[src/hw/rtl/cba_pkg.sv]
// Shared constants, codes and widths for the contiguous block allocator.
`timescale 1ns / 1ps

package cba_pkg;

    // Default sizes of the block map and the file table.
    localparam int DEF_NUM_BLOCKS = 128;
    localparam int DEF_NUM_FILES  = 128;

    // Field widths of the request, result and configuration beats.
    localparam int CMD_W     = 1;
    localparam int ID_W      = 7;
    localparam int SIZE_W    = 24;
    localparam int STATUS_W  = 3;
    localparam int BLK_OUT_W = 7;
    localparam int BSIZE_W   = 16;
    localparam int BCOUNT_W  = 8;
    localparam int CFG_IDX_W = 2;
    localparam int CFG_DAT_W = 16;

    // Block need is the quotient plus one when a remainder is left.
    localparam int NEED_W = SIZE_W + 1;

    // Commands.
    localparam logic [CMD_W-1:0] CMD_ALLOC = 1'b0;
    localparam logic [CMD_W-1:0] CMD_FREE  = 1'b1;

    // Result status codes.
    localparam logic [STATUS_W-1:0] ST_OK      = 3'd0;
    localparam logic [STATUS_W-1:0] ST_NOSPACE = 3'd1;
    localparam logic [STATUS_W-1:0] ST_USED    = 3'd2;
    localparam logic [STATUS_W-1:0] ST_ABSENT  = 3'd3;
    localparam logic [STATUS_W-1:0] ST_ZERO    = 3'd4;

    // File entry states.
    localparam logic [1:0] FS_UNUSED  = 2'd0;
    localparam logic [1:0] FS_PRESENT = 2'd1;
    localparam logic [1:0] FS_REMOVED = 2'd2;

    // Configuration register indexes.
    localparam logic [CFG_IDX_W-1:0] REG_BLOCK_SIZE  = 2'd0;
    localparam logic [CFG_IDX_W-1:0] REG_BLOCK_COUNT = 2'd1;

    // Configuration reset values.
    localparam logic [BSIZE_W-1:0]  RST_BLOCK_SIZE  = 16'd1;
    localparam logic [BCOUNT_W-1:0] RST_BLOCK_COUNT = 8'd128;

endpackage

[src/hw/rtl/cba_div.sv]
// Iterative restoring divider that turns a byte size into a block count.
`timescale 1ns / 1ps

module cba_div (
    input  logic                         clk,
    input  logic                         rst_n,
    input  logic                         start,
    input  logic [cba_pkg::SIZE_W-1:0]   dividend,
    input  logic [cba_pkg::BSIZE_W-1:0]  divisor,
    output logic                         done,
    output logic [cba_pkg::SIZE_W-1:0]   quotient,
    output logic                         rem_nz
);
    import cba_pkg::*;

    localparam int CW = $clog2(SIZE_W);

    logic                run_reg;
    logic                done_reg;
    logic [CW-1:0]       cnt_reg;
    logic [SIZE_W-1:0]   dq_reg;
    logic [BSIZE_W-1:0]  rem_reg;

    logic [BSIZE_W:0]    shifted;
    logic [BSIZE_W:0]    dvs_ext;
    logic [BSIZE_W:0]    diff;
    logic                ge;
    logic [BSIZE_W-1:0]  rem_next;

    // One quotient bit per cycle: shift in the next dividend bit and try a subtract.
    always_comb
    begin
        shifted  = {rem_reg, dq_reg[SIZE_W-1]};
        dvs_ext  = {1'b0, divisor};
        diff     = shifted - dvs_ext;
        ge       = (shifted >= dvs_ext);
        rem_next = ge ? diff[BSIZE_W-1:0] : shifted[BSIZE_W-1:0];
    end

    // Step sequencing; the done pulse follows the last step.
    always_ff @(posedge clk or negedge rst_n)
    begin
        if (!rst_n)
        begin
            run_reg  <= 1'b0;
            done_reg <= 1'b0;
            cnt_reg  <= '0;
        end
        else
        begin
            done_reg <= 1'b0;
            if (start)
            begin
                run_reg <= 1'b1;
                cnt_reg <= '0;
            end
            else if (run_reg)
            begin
                cnt_reg <= cnt_reg + 1'b1;
                if (cnt_reg == CW'(SIZE_W - 1))
                begin
                    run_reg  <= 1'b0;
                    done_reg <= 1'b1;
                end
            end
        end
    end

    // Datapath registers.
    always_ff @(posedge clk)
    begin
        if (start)
        begin
            dq_reg  <= dividend;
            rem_reg <= '0;
        end
        else if (run_reg)
        begin
            dq_reg  <= {dq_reg[SIZE_W-2:0], ge};
            rem_reg <= rem_next;
        end
    end

    assign done     = done_reg;
    assign quotient = dq_reg;
    assign rem_nz   = |rem_reg;

endmodule

[src/hw/rtl/contiguous_block_allocator.sv]
// Top level of the contiguous disk-block allocator with its sequencer and tables.
`timescale 1ns / 1ps
// Sequence: an entry or zero-size error is reported after the file table lookup, a too-large need
// after the 24-step divider; a free marks its run free in the block map, one block per cycle. An
// allocate runs the divider, then marks its run one block per cycle, and once the bump pointer
// reached the end it first walks the block map first-fit. busy stays high until the result strobe,
// so one request is in flight at a time and the receiver never stalls it. After reset the tables
// are cleared first, with busy high.

module contiguous_block_allocator #(
    parameter int NUM_BLOCKS = cba_pkg::DEF_NUM_BLOCKS,
    parameter int NUM_FILES  = cba_pkg::DEF_NUM_FILES
) (
    input  logic                             clk,
    input  logic                             rst_n,
    input  logic                             start,
    output logic                             busy,
    input  logic [cba_pkg::CMD_W-1:0]        command,
    input  logic [cba_pkg::ID_W-1:0]         file_id,
    input  logic [cba_pkg::SIZE_W-1:0]       file_size,
    input  logic                             cfg_valid,
    output logic                             cfg_ready,
    input  logic [cba_pkg::CFG_IDX_W-1:0]    cfg_index,
    input  logic [cba_pkg::CFG_DAT_W-1:0]    cfg_data,
    output logic                             done,
    output logic [cba_pkg::STATUS_W-1:0]     status,
    output logic [cba_pkg::ID_W-1:0]         file_id_res,
    output logic [cba_pkg::BLK_OUT_W-1:0]    first_block,
    output logic [cba_pkg::BLK_OUT_W-1:0]    last_block
);
    import cba_pkg::*;

    localparam int BW    = $clog2(NUM_BLOCKS);
    localparam int NBW   = $clog2(NUM_BLOCKS + 1);
    localparam int FIW   = $clog2(NUM_FILES);
    localparam int CLR_N = (NUM_BLOCKS > NUM_FILES) ? NUM_BLOCKS : NUM_FILES;
    localparam int CLW   = $clog2(CLR_N);

    // Sequencer states.
    localparam logic [3:0] S_CLEAR  = 4'd0;
    localparam logic [3:0] S_IDLE   = 4'd1;
    localparam logic [3:0] S_LOOK   = 4'd2;
    localparam logic [3:0] S_CHECK  = 4'd3;
    localparam logic [3:0] S_DIV    = 4'd4;
    localparam logic [3:0] S_DECIDE = 4'd5;
    localparam logic [3:0] S_SCAN   = 4'd6;
    localparam logic [3:0] S_MARK   = 4'd7;
    localparam logic [3:0] S_FIN    = 4'd8;

    // Control and request registers.
    logic [3:0]           state_reg,  state_next;
    logic [CLW-1:0]       clr_reg,    clr_next;
    logic [CMD_W-1:0]     cmd_reg;
    logic [ID_W-1:0]      id_reg;
    logic [SIZE_W-1:0]    size_reg;
    logic [NEED_W-1:0]    need_reg,   need_next;
    logic [NBW-1:0]       nfb_reg,    nfb_next;
    logic [NBW-1:0]       cnt_reg,    cnt_next;
    logic [NBW-1:0]       len_reg,    len_next;
    logic [NBW-1:0]       start_reg,  start_next;
    logic [BW-1:0]        first_reg,  first_next;
    logic [BW-1:0]        last_reg,   last_next;
    logic [BSIZE_W-1:0]   bsize_reg;
    logic [BCOUNT_W-1:0]  bcount_reg;

    // Result registers.
    logic                  done_reg;
    logic [STATUS_W-1:0]   status_reg;
    logic [ID_W-1:0]       res_id_reg;
    logic [BLK_OUT_W-1:0]  res_first_reg;
    logic [BLK_OUT_W-1:0]  res_last_reg;

    // Memories and their ports.
    logic                 bu_mem [NUM_BLOCKS];
    logic                 bu_rd_reg;
    logic                 bu_we;
    logic [BW-1:0]        bu_waddr;
    logic                 bu_wdata;
    logic [BW-1:0]        bu_raddr;

    logic [1:0]           fs_mem [NUM_FILES];
    logic [BW-1:0]        ff_mem [NUM_FILES];
    logic [BW-1:0]        fl_mem [NUM_FILES];
    logic [1:0]           fs_rd_reg;
    logic [BW-1:0]        ff_rd_reg;
    logic [BW-1:0]        fl_rd_reg;
    logic                 fs_we;
    logic [FIW-1:0]       fs_waddr;
    logic [1:0]           fs_wdata;
    logic                 fl_we;

    // Sequencer helpers.
    logic                 accept;
    logic                 is_alloc;
    logic [FIW-1:0]       fidx;
    logic                 in_range;
    logic [NBW-1:0]       n_val;
    logic [NBW-1:0]       need_nb;
    logic [NBW-1:0]       len1;
    logic                 res_fire;
    logic [STATUS_W-1:0]  res_code;
    logic                 div_start;
    logic                 div_done;
    logic [SIZE_W-1:0]    div_quot;
    logic                 div_rem_nz;
    logic [BSIZE_W-1:0]   bs_eff;

    assign accept    = start && !busy;
    assign busy      = (state_reg != S_IDLE);
    assign cfg_ready = 1'b1;
    assign is_alloc  = (cmd_reg == CMD_ALLOC);
    assign fidx      = FIW'(id_reg);
    assign in_range  = (32'(id_reg) < 32'(NUM_FILES));
    assign bs_eff    = (bsize_reg == '0) ? BSIZE_W'(1) : bsize_reg;
    assign n_val     = (32'(bcount_reg) > 32'(NUM_BLOCKS)) ? NBW'(NUM_BLOCKS)
                                                           : NBW'(bcount_reg);
    assign need_nb   = NBW'(need_reg);
    assign len1      = len_reg + 1'b1;

    // Divider for the block need.
    cba_div u_div (
        .clk      (clk),
        .rst_n    (rst_n),
        .start    (div_start),
        .dividend (size_reg),
        .divisor  (bs_eff),
        .done     (div_done),
        .quotient (div_quot),
        .rem_nz   (div_rem_nz)
    );

    // Configuration writes.
    always_ff @(posedge clk or negedge rst_n)
    begin
        if (!rst_n)
        begin
            bsize_reg  <= RST_BLOCK_SIZE;
            bcount_reg <= RST_BLOCK_COUNT;
        end
        else if (cfg_valid && cfg_ready)
        begin
            if (cfg_index == REG_BLOCK_SIZE)
            begin
                bsize_reg <= cfg_data;
            end
            else if (cfg_index == REG_BLOCK_COUNT)
            begin
                bcount_reg <= cfg_data[BCOUNT_W-1:0];
            end
        end
    end

    // Sequencer next-state and memory control.
    always_comb
    begin
        state_next = state_reg;
        clr_next   = clr_reg;
        need_next  = need_reg;
        nfb_next   = nfb_reg;
        cnt_next   = cnt_reg;
        len_next   = len_reg;
        start_next = start_reg;
        first_next = first_reg;
        last_next  = last_reg;
        bu_we      = 1'b0;
        bu_waddr   = cnt_reg[BW-1:0];
        bu_wdata   = is_alloc;
        bu_raddr   = BW'(cnt_reg + 1'b1);
        fs_we      = 1'b0;
        fs_waddr   = fidx;
        fs_wdata   = is_alloc ? FS_PRESENT : FS_REMOVED;
        fl_we      = 1'b0;
        div_start  = 1'b0;
        res_fire   = 1'b0;
        res_code   = ST_OK;

        unique case (state_reg)
            S_CLEAR:
            begin
                bu_we    = (32'(clr_reg) < 32'(NUM_BLOCKS));
                bu_waddr = BW'(clr_reg);
                bu_wdata = 1'b0;
                fs_we    = (32'(clr_reg) < 32'(NUM_FILES));
                fs_waddr = FIW'(clr_reg);
                fs_wdata = FS_UNUSED;
                clr_next = clr_reg + 1'b1;
                if (clr_reg == CLW'(CLR_N - 1))
                begin
                    state_next = S_IDLE;
                end
            end
            S_IDLE:
            begin
                if (accept)
                begin
                    state_next = S_LOOK;
                end
            end
            S_LOOK:
            begin
                state_next = S_CHECK;
            end
            S_CHECK:
            begin
                if (is_alloc)
                begin
                    if (!in_range || fs_rd_reg != FS_UNUSED)
                    begin
                        res_fire   = 1'b1;
                        res_code   = ST_USED;
                        state_next = S_IDLE;
                    end
                    else if (size_reg == '0)
                    begin
                        res_fire   = 1'b1;
                        res_code   = ST_ZERO;
                        state_next = S_IDLE;
                    end
                    else
                    begin
                        div_start  = 1'b1;
                        state_next = S_DIV;
                    end
                end
                else
                begin
                    if (!in_range || fs_rd_reg != FS_PRESENT)
                    begin
                        res_fire   = 1'b1;
                        res_code   = ST_ABSENT;
                        state_next = S_IDLE;
                    end
                    else
                    begin
                        first_next = ff_rd_reg;
                        last_next  = fl_rd_reg;
                        cnt_next   = NBW'(ff_rd_reg);
                        state_next = S_MARK;
                    end
                end
            end
            S_DIV:
            begin
                if (div_done)
                begin
                    need_next  = NEED_W'(div_quot) + NEED_W'(div_rem_nz);
                    state_next = S_DECIDE;
                end
            end
            S_DECIDE:
            begin
                bu_raddr = '0;
                if (32'(need_reg) > 32'(n_val))
                begin
                    res_fire   = 1'b1;
                    res_code   = ST_NOSPACE;
                    state_next = S_IDLE;
                end
                else if (nfb_reg < n_val)
                begin
                    // Bump allocation from the pointer on, no fallback.
                    if (32'(need_reg) + 32'(nfb_reg) > 32'(n_val))
                    begin
                        res_fire   = 1'b1;
                        res_code   = ST_NOSPACE;
                        state_next = S_IDLE;
                    end
                    else
                    begin
                        first_next = nfb_reg[BW-1:0];
                        last_next  = BW'(nfb_reg + need_nb - 1'b1);
                        nfb_next   = nfb_reg + need_nb;
                        cnt_next   = nfb_reg;
                        state_next = S_MARK;
                    end
                end
                else
                begin
                    cnt_next   = '0;
                    len_next   = '0;
                    start_next = '0;
                    state_next = S_SCAN;
                end
            end
            S_SCAN:
            begin
                // bu_rd_reg holds the bit of block cnt_reg; the next one is read meanwhile.
                if (bu_rd_reg)
                begin
                    len_next   = '0;
                    start_next = cnt_reg + 1'b1;
                    cnt_next   = cnt_reg + 1'b1;
                    if (cnt_reg + 1'b1 == n_val)
                    begin
                        res_fire   = 1'b1;
                        res_code   = ST_NOSPACE;
                        state_next = S_IDLE;
                    end
                end
                else if (len1 == need_nb)
                begin
                    first_next = start_reg[BW-1:0];
                    last_next  = cnt_reg[BW-1:0];
                    cnt_next   = start_reg;
                    state_next = S_MARK;
                end
                else
                begin
                    len_next = len1;
                    cnt_next = cnt_reg + 1'b1;
                    if (cnt_reg + 1'b1 == n_val)
                    begin
                        res_fire   = 1'b1;
                        res_code   = ST_NOSPACE;
                        state_next = S_IDLE;
                    end
                end
            end
            S_MARK:
            begin
                bu_we    = 1'b1;
                cnt_next = cnt_reg + 1'b1;
                if (cnt_reg[BW-1:0] == last_reg)
                begin
                    state_next = S_FIN;
                end
            end
            S_FIN:
            begin
                fs_we      = 1'b1;
                fl_we      = is_alloc;
                res_fire   = 1'b1;
                res_code   = ST_OK;
                state_next = S_IDLE;
            end
            default:
            begin
                state_next = S_IDLE;
            end
        endcase
    end

    // Control state.
    always_ff @(posedge clk or negedge rst_n)
    begin
        if (!rst_n)
        begin
            state_reg <= S_CLEAR;
            clr_reg   <= '0;
            nfb_reg   <= '0;
            done_reg  <= 1'b0;
        end
        else
        begin
            state_reg <= state_next;
            clr_reg   <= clr_next;
            nfb_reg   <= nfb_next;
            done_reg  <= res_fire;
        end
    end

    // Request capture and working registers.
    always_ff @(posedge clk)
    begin
        if (accept)
        begin
            cmd_reg  <= command;
            id_reg   <= file_id;
            size_reg <= file_size;
        end
        need_reg  <= need_next;
        cnt_reg   <= cnt_next;
        len_reg   <= len_next;
        start_reg <= start_next;
        first_reg <= first_next;
        last_reg  <= last_next;
    end

    // Result beat; block numbers read as zero on any error.
    always_ff @(posedge clk)
    begin
        if (res_fire)
        begin
            status_reg    <= res_code;
            res_id_reg    <= id_reg;
            res_first_reg <= (res_code == ST_OK) ? BLK_OUT_W'(first_reg) : '0;
            res_last_reg  <= (res_code == ST_OK) ? BLK_OUT_W'(last_reg) : '0;
        end
    end

    // Block map: one bit per block, one write and one read per cycle.
    always_ff @(posedge clk)
    begin
        if (bu_we)
        begin
            bu_mem[bu_waddr] <= bu_wdata;
        end
        bu_rd_reg <= bu_mem[bu_raddr];
    end

    // File table: state, first and last block per entry.
    always_ff @(posedge clk)
    begin
        if (fs_we)
        begin
            fs_mem[fs_waddr] <= fs_wdata;
        end
        fs_rd_reg <= fs_mem[fidx];
    end

    always_ff @(posedge clk)
    begin
        if (fl_we)
        begin
            ff_mem[fidx] <= first_reg;
            fl_mem[fidx] <= last_reg;
        end
        ff_rd_reg <= ff_mem[fidx];
        fl_rd_reg <= fl_mem[fidx];
    end

    assign done        = done_reg;
    assign status      = status_reg;
    assign file_id_res = res_id_reg;
    assign first_block = res_first_reg;
    assign last_block  = res_last_reg;

    // An accepted request always starts with the table lookup.
    assert property (@(posedge clk) disable iff (!rst_n)
        accept |=> state_reg == S_LOOK)
        else $error("accepted request did not enter lookup");

    // The divider only finishes while the sequencer waits for it.
    assert property (@(posedge clk) disable iff (!rst_n)
        div_done |-> state_reg == S_DIV)
        else $error("divider finished outside the divide state");

    // Marking never runs past the end of the run.
    assert property (@(posedge clk) disable iff (!rst_n)
        state_reg == S_MARK |-> cnt_reg[BW-1:0] <= last_reg)
        else $error("block marking overran the run");

    // A successful result always describes an ordered run.
    assert property (@(posedge clk) disable iff (!rst_n)
        (done_reg && status_reg == ST_OK) |-> first_reg <= last_reg)
        else $error("ok result with first block after last block");

endmodule
[config.mk]
export PLATFORM = sky130hd
export DESIGN_NAME = contiguous_block_allocator
export DESIGN_NICKNAME = d
export VERILOG_FILES = /design/src/hw/rtl/cba_pkg.sv /design/src/hw/rtl/cba_div.sv /design/src/hw/rtl/contiguous_block_allocator.sv
export SDC_FILE = /design/constraint.sdc
export NUM_CORES = 2
export LEC_CHECK = 0
export ABC_AREA = 1
export BUFFER_PORTS_ARGS = -buffer_cell sky130_fd_sc_hd__buf_2
export CORE_MARGIN = 5
export CORE_UTILIZATION = 30
export CTS_BUF_LIST = sky130_fd_sc_hd__clkbuf_4 sky130_fd_sc_hd__clkbuf_8
export DETAILED_ROUTE_END_ITERATION = 6
export HOLD_SLACK_MARGIN = 0.15
export PLACE_DENSITY = 0.45
export SYNTH_ARGS = -nofsm -noshare
export SYNTH_HDL_FRONTEND = slang
export SYNTH_SLANG_ARGS = --single-unit
[constraint.sdc]
create_clock -name clk -period 9.3 [get_ports clk]
set_input_delay 0.93 -clock clk [delete_from_list [all_inputs] [get_ports clk]]
set_output_delay 0.93 -clock clk [all_outputs]
set_load 0.01 [all_outputs]
==> impl_metrics.py <==
metrics = {
    "synthesis": {
        "synth-edff-count": 2319,
        "yosysSeqAreaShare": 0.751,
        "synth_area_per_cell_sq_um": 13.1,
        "synth_area_sq_um": 95300,
        "yosysUniqueCellTypes": 59,
        "ys.warnings.count": 0,
        "syn_nets": 7372,
        "syn-instance-count": 7262,
        "synth_async_sr_flop_share": 0.0212,
        "yosys_most_used_dff": "edfxtp_1",
        "ys_ff_latch": 2403,
    },
    "detailed_routing": {
        "avgRoutedWirePerCell_um": 25.9,
        "routed_via_density": 5.02,
        "drc": 0,
        "drt_iter0_drc": 5773,
        "drt_pre_antenna_iters": 5,
        "wl_mm": 318,
        "via_count": 61633,
        "ant_nets": 0,
    },
    "finish": {
        "multi_input_area_sq_um": 21200,
        "final_common_cell": "edfxtp_1",
        "area_delta_synth_final_pct": 15.8,
        "final_cell_area_sq_um": 110000,
        "final_nets": 7854,
        "fill_cells": 31029,
        "drive_gt1_frac": 0.138,
        "top_regs": "ff_mem x896, fl_mem x896, fs_mem x256",
        "final-seq-area_sq_um": 71600,
        "layout_common_cells": "2,319 x edfxtp_1, 1,789 x nand2_1, 638 x nor2_1",
        "final_cell_count_no_fill": 12272,
    },
    "setup_path": {
        "critPathBufInv": 4,
        "rr_startpoint": "nfb_reg[0]$_DFFE_PN0P_",
        "path_max_fanout": 14,
        "reg2reg_depth": 24,
        "worst-r2r-setup-slack_ns": 4.63,
        "reg2reg_to": "first_reg[6]$_DFFE_PP_",
        "critical_path.max_stage_delay_ns": 0.68,
        "cp.required_ns": 9.93,
        "worst_setup_path_start_kind": "flip-flop",
        "slowest_stage": "nor2_2",
        "cp_common_cell": "nand2_1",
        "cp-end-kind": "flip-flop",
        "cp.arrival_ns": 5.30,
        "worstSetupPathType": "flip-flop to flip-flop",
        "cp_top_family": "simple AND/OR/NAND/NOR gates",
        "path_cells": "ha_1 -> inv_1 -> fa_1 -> inv_1 -> nand3_1 -> nand3_1 -> xnor2_1 -> inv_1 -> ha_1 -> nand2_1 -> nor2_1 -> o21ai_0 -> nand3_1 -> nand2_1 -> nand2_1 -> nand2_1 -> nand2_1 -> nor2_1 -> nand3_1 -> nor2_1 -> nand2_1 -> clkinv_1 -> nor2_1 -> nor2_2",
    },
    "placement": {
        "post_dp_cell_area_sq_um": 102000,
        "finalWeightedCongestion": 0.841,
        "hpwl_mm": 187,
        "post-place-ws_ns": 4.13,
        "place_inst": 11463,
        "io_buffer_count": 79,
    },
    "clocking": {
        "cts_buffer_depth": 4,
        "cts_resized": 0,
        "htreeDepth": 5,
        "clockRootBuffer": "clkbuf_8",
        "postCtsSetupBuffers": 0,
        "cts-buffers-inserted": 412,
        "clk_pin_slew_ns": 0.06,
        "cts.sinks": 2403,
        "postCtsHoldBufs": 47,
        "clkLatencyLatePin_ns": 1.11,
        "cts_tree": "yes",
    },
    "worst_hold_path": {
        "whs_path_depth": 3,
        "worstHoldStart": "cfg_data[6]",
        "hold_path_end": "bsize_reg[6]$_DFFE_PN0P_",
        "worstHoldPathType": "input pin to flip-flop",
    },
    "sta": {
        "worstMarginPinSlew_ns": 1.29,
        "timing.final.ws_setup_ns": 4.63,
        "relSlewSlack": 0.134,
        "hold_violations": 0,
        "period_share": 0.502,
        "setup_viol": 0,
        "min_period_ns": 4.67,
        "finalSetupTns_ns": 0,
        "fin_skew_ns": 0.147,
        "slew_violations": 0,
        "grt_setup_unrepaired": "false",
        "max_freq_ghz": 0.214,
    },
    "global_routing": {
        "grt_usage": 0.186,
        "grt_pass1_vias": 61033,
        "grt_max_degree": 130,
        "grt_antenna_before_repair": 10,
        "grt_pass1_wl_mm": 451,
        "overflow": 0,
    },
    "job": {
        "cap_violations": 0,
    },
    "pwr": {
        "ir_worst_vdd_uv": 159,
        "p_per_area_nw_per_um2": 267,
        "p_total_w": 0.0295,
        "cellLeakagePower_nw": 37.8,
    },
    "die": {
        "die_height_um": 574,
        "start_util": 0.301,
        "ios": 81,
        "core_sq_um": 317000,
        "rows": 207,
        "die_w_um": 574,
        "die_area_sq_um": 329000,
    },
    "outcome": {
        "status": "finished, final reports clean",
    },
}
[metrics by stage]
stage | utilization | hold WS (ns)
final | 0.348 | 0.273
after global routing | 0.348 | 0.205
after CTS | 0.348 | 0.157
after detailed placement | 0.321 | 0.466
after global placement | 0.321 | 0.463
after floorplan | - | 0.446
[metal layers]
metal / GRT usage / vias to the layer above / part of all wire
met5: 0 / - / 0.000041
met3: 0.0289 / 400 / 0.065
met1: 0.266 / 31551 / 0.45
met2: 0.300 / 2084 / 0.46
li1: - / 27596 / -
met4: 0.0394 / 2 / 0.020
[worst max path at each step]
stage,start,to,depth (start not counted)
floorplan,state_reg[0]$_DFFE_PN0P_,bu_mem[0]$_DFFE_PP_,6
global placement,need_reg[0]$_DFFE_PP_,last_reg[0]$_DFFE_PP_,24
detailed placement,need_reg[0]$_DFFE_PP_,last_reg[0]$_DFFE_PP_,24
CTS,nfb_reg[0]$_DFFE_PN0P_,first_reg[6]$_DFFE_PP_,24
global route,nfb_reg[0]$_DFFE_PN0P_,first_reg[6]$_DFFE_PP_,24
finish,nfb_reg[0]$_DFFE_PN0P_,first_reg[6]$_DFFE_PP_,24
[cell families after synthesis]
group	after synthesis	synth area share
fa+ha+maj	56	0.00751
compound gates	948	0.0704
simple gates	3114	0.138
other cells	1	0.0000393
xor+xnor	59	0.00542
buf+inv	681	0.0281
flops	2403	0.751
[power by group]
| part | internal [W] | total (W) | switching, W |
|---|---|---|---|
| Combinational | 0.00145 | 0.00636 | 0.00491 |
| Sequential | 0.0132 | 0.0135 | 0.000340 |
| Clock | 0.00516 | 0.00957 | 0.00441 |
[layout make-up]
class                           count  share of cell area
Multi-Input combinational cell   4178               0.192
Inverter                          367              0.0130
Sequential cell                  2403               0.648
Tap cell                         4180              0.0473
Timing Repair Buffer              382              0.0260
Clock inverter                    159             0.00897
Antenna cell                        9            0.000204
Clock buffer                      594              0.0649
[synthesized netlist by cell type (all sizes together) (2+ instances only)]
master | number | share of area
clkinv | 9 | 0.00035
o21ai | 167 | 0.0089
dfxtp | 33 | 0.0069
nand3b | 10 | 0.00079
and3 | 44 | 0.0029
a221oi | 132 | 0.012
o2111ai | 21 | 0.0019
a31oi | 5 | 0.00033
a211oi | 12 | 0.00094
o2bb2ai | 8 | 0.00073
xor2 | 35 | 0.0032
nor3b | 2 | 0.00021
o21bai | 8 | 0.00063
nand2 | 1791 | 0.071
nor2 | 665 | 0.027
buf | 135 | 0.0066
fa | 2 | 0.00042
nand3 | 215 | 0.012
a22o | 69 | 0.0063
nor4 | 27 | 0.0018
a21oi | 120 | 0.0063
o221ai | 4 | 0.00037
a21o | 4 | 0.00031
clkbuf | 179 | 0.0070
nor3 | 34 | 0.0019
o31ai | 11 | 0.00087
edfxtp | 2319 | 0.73
or2 | 53 | 0.0035
o31a | 2 | 0.00018
inv | 358 | 0.014
dfstp | 2 | 0.00055
xnor2 | 24 | 0.0022
o21a | 3 | 0.00024
ha | 54 | 0.0071
nand4 | 273 | 0.018
a22oi | 308 | 0.024
dfrtp | 49 | 0.013
o211ai | 68 | 0.0054
[worst reg2reg max path, stage by stage, from the launching register on]
cell and delay [ns]:
dfrtp_1 0.39, ha_1 0.27, inv_1 0.09, fa_1 0.42, inv_1 0.15, nand3_1 0.09, nand3_1 0.11, xnor2_1 0.19
inv_1 0.14, ha_1 0.31, nand2_1 0.08, nor2_1 0.06, o21ai_0 0.07, nand3_1 0.09, nand2_1 0.07, nand2_1 0.05
nand2_1 0.10, nand2_1 0.06, nor2_1 0.08, nand3_1 0.07, nor2_1 0.26, nand2_1 0.16, clkinv_1 0.21, nor2_1 0.09
nor2_2 0.68
No activity file was read; power rests on OpenSTA's default activity.
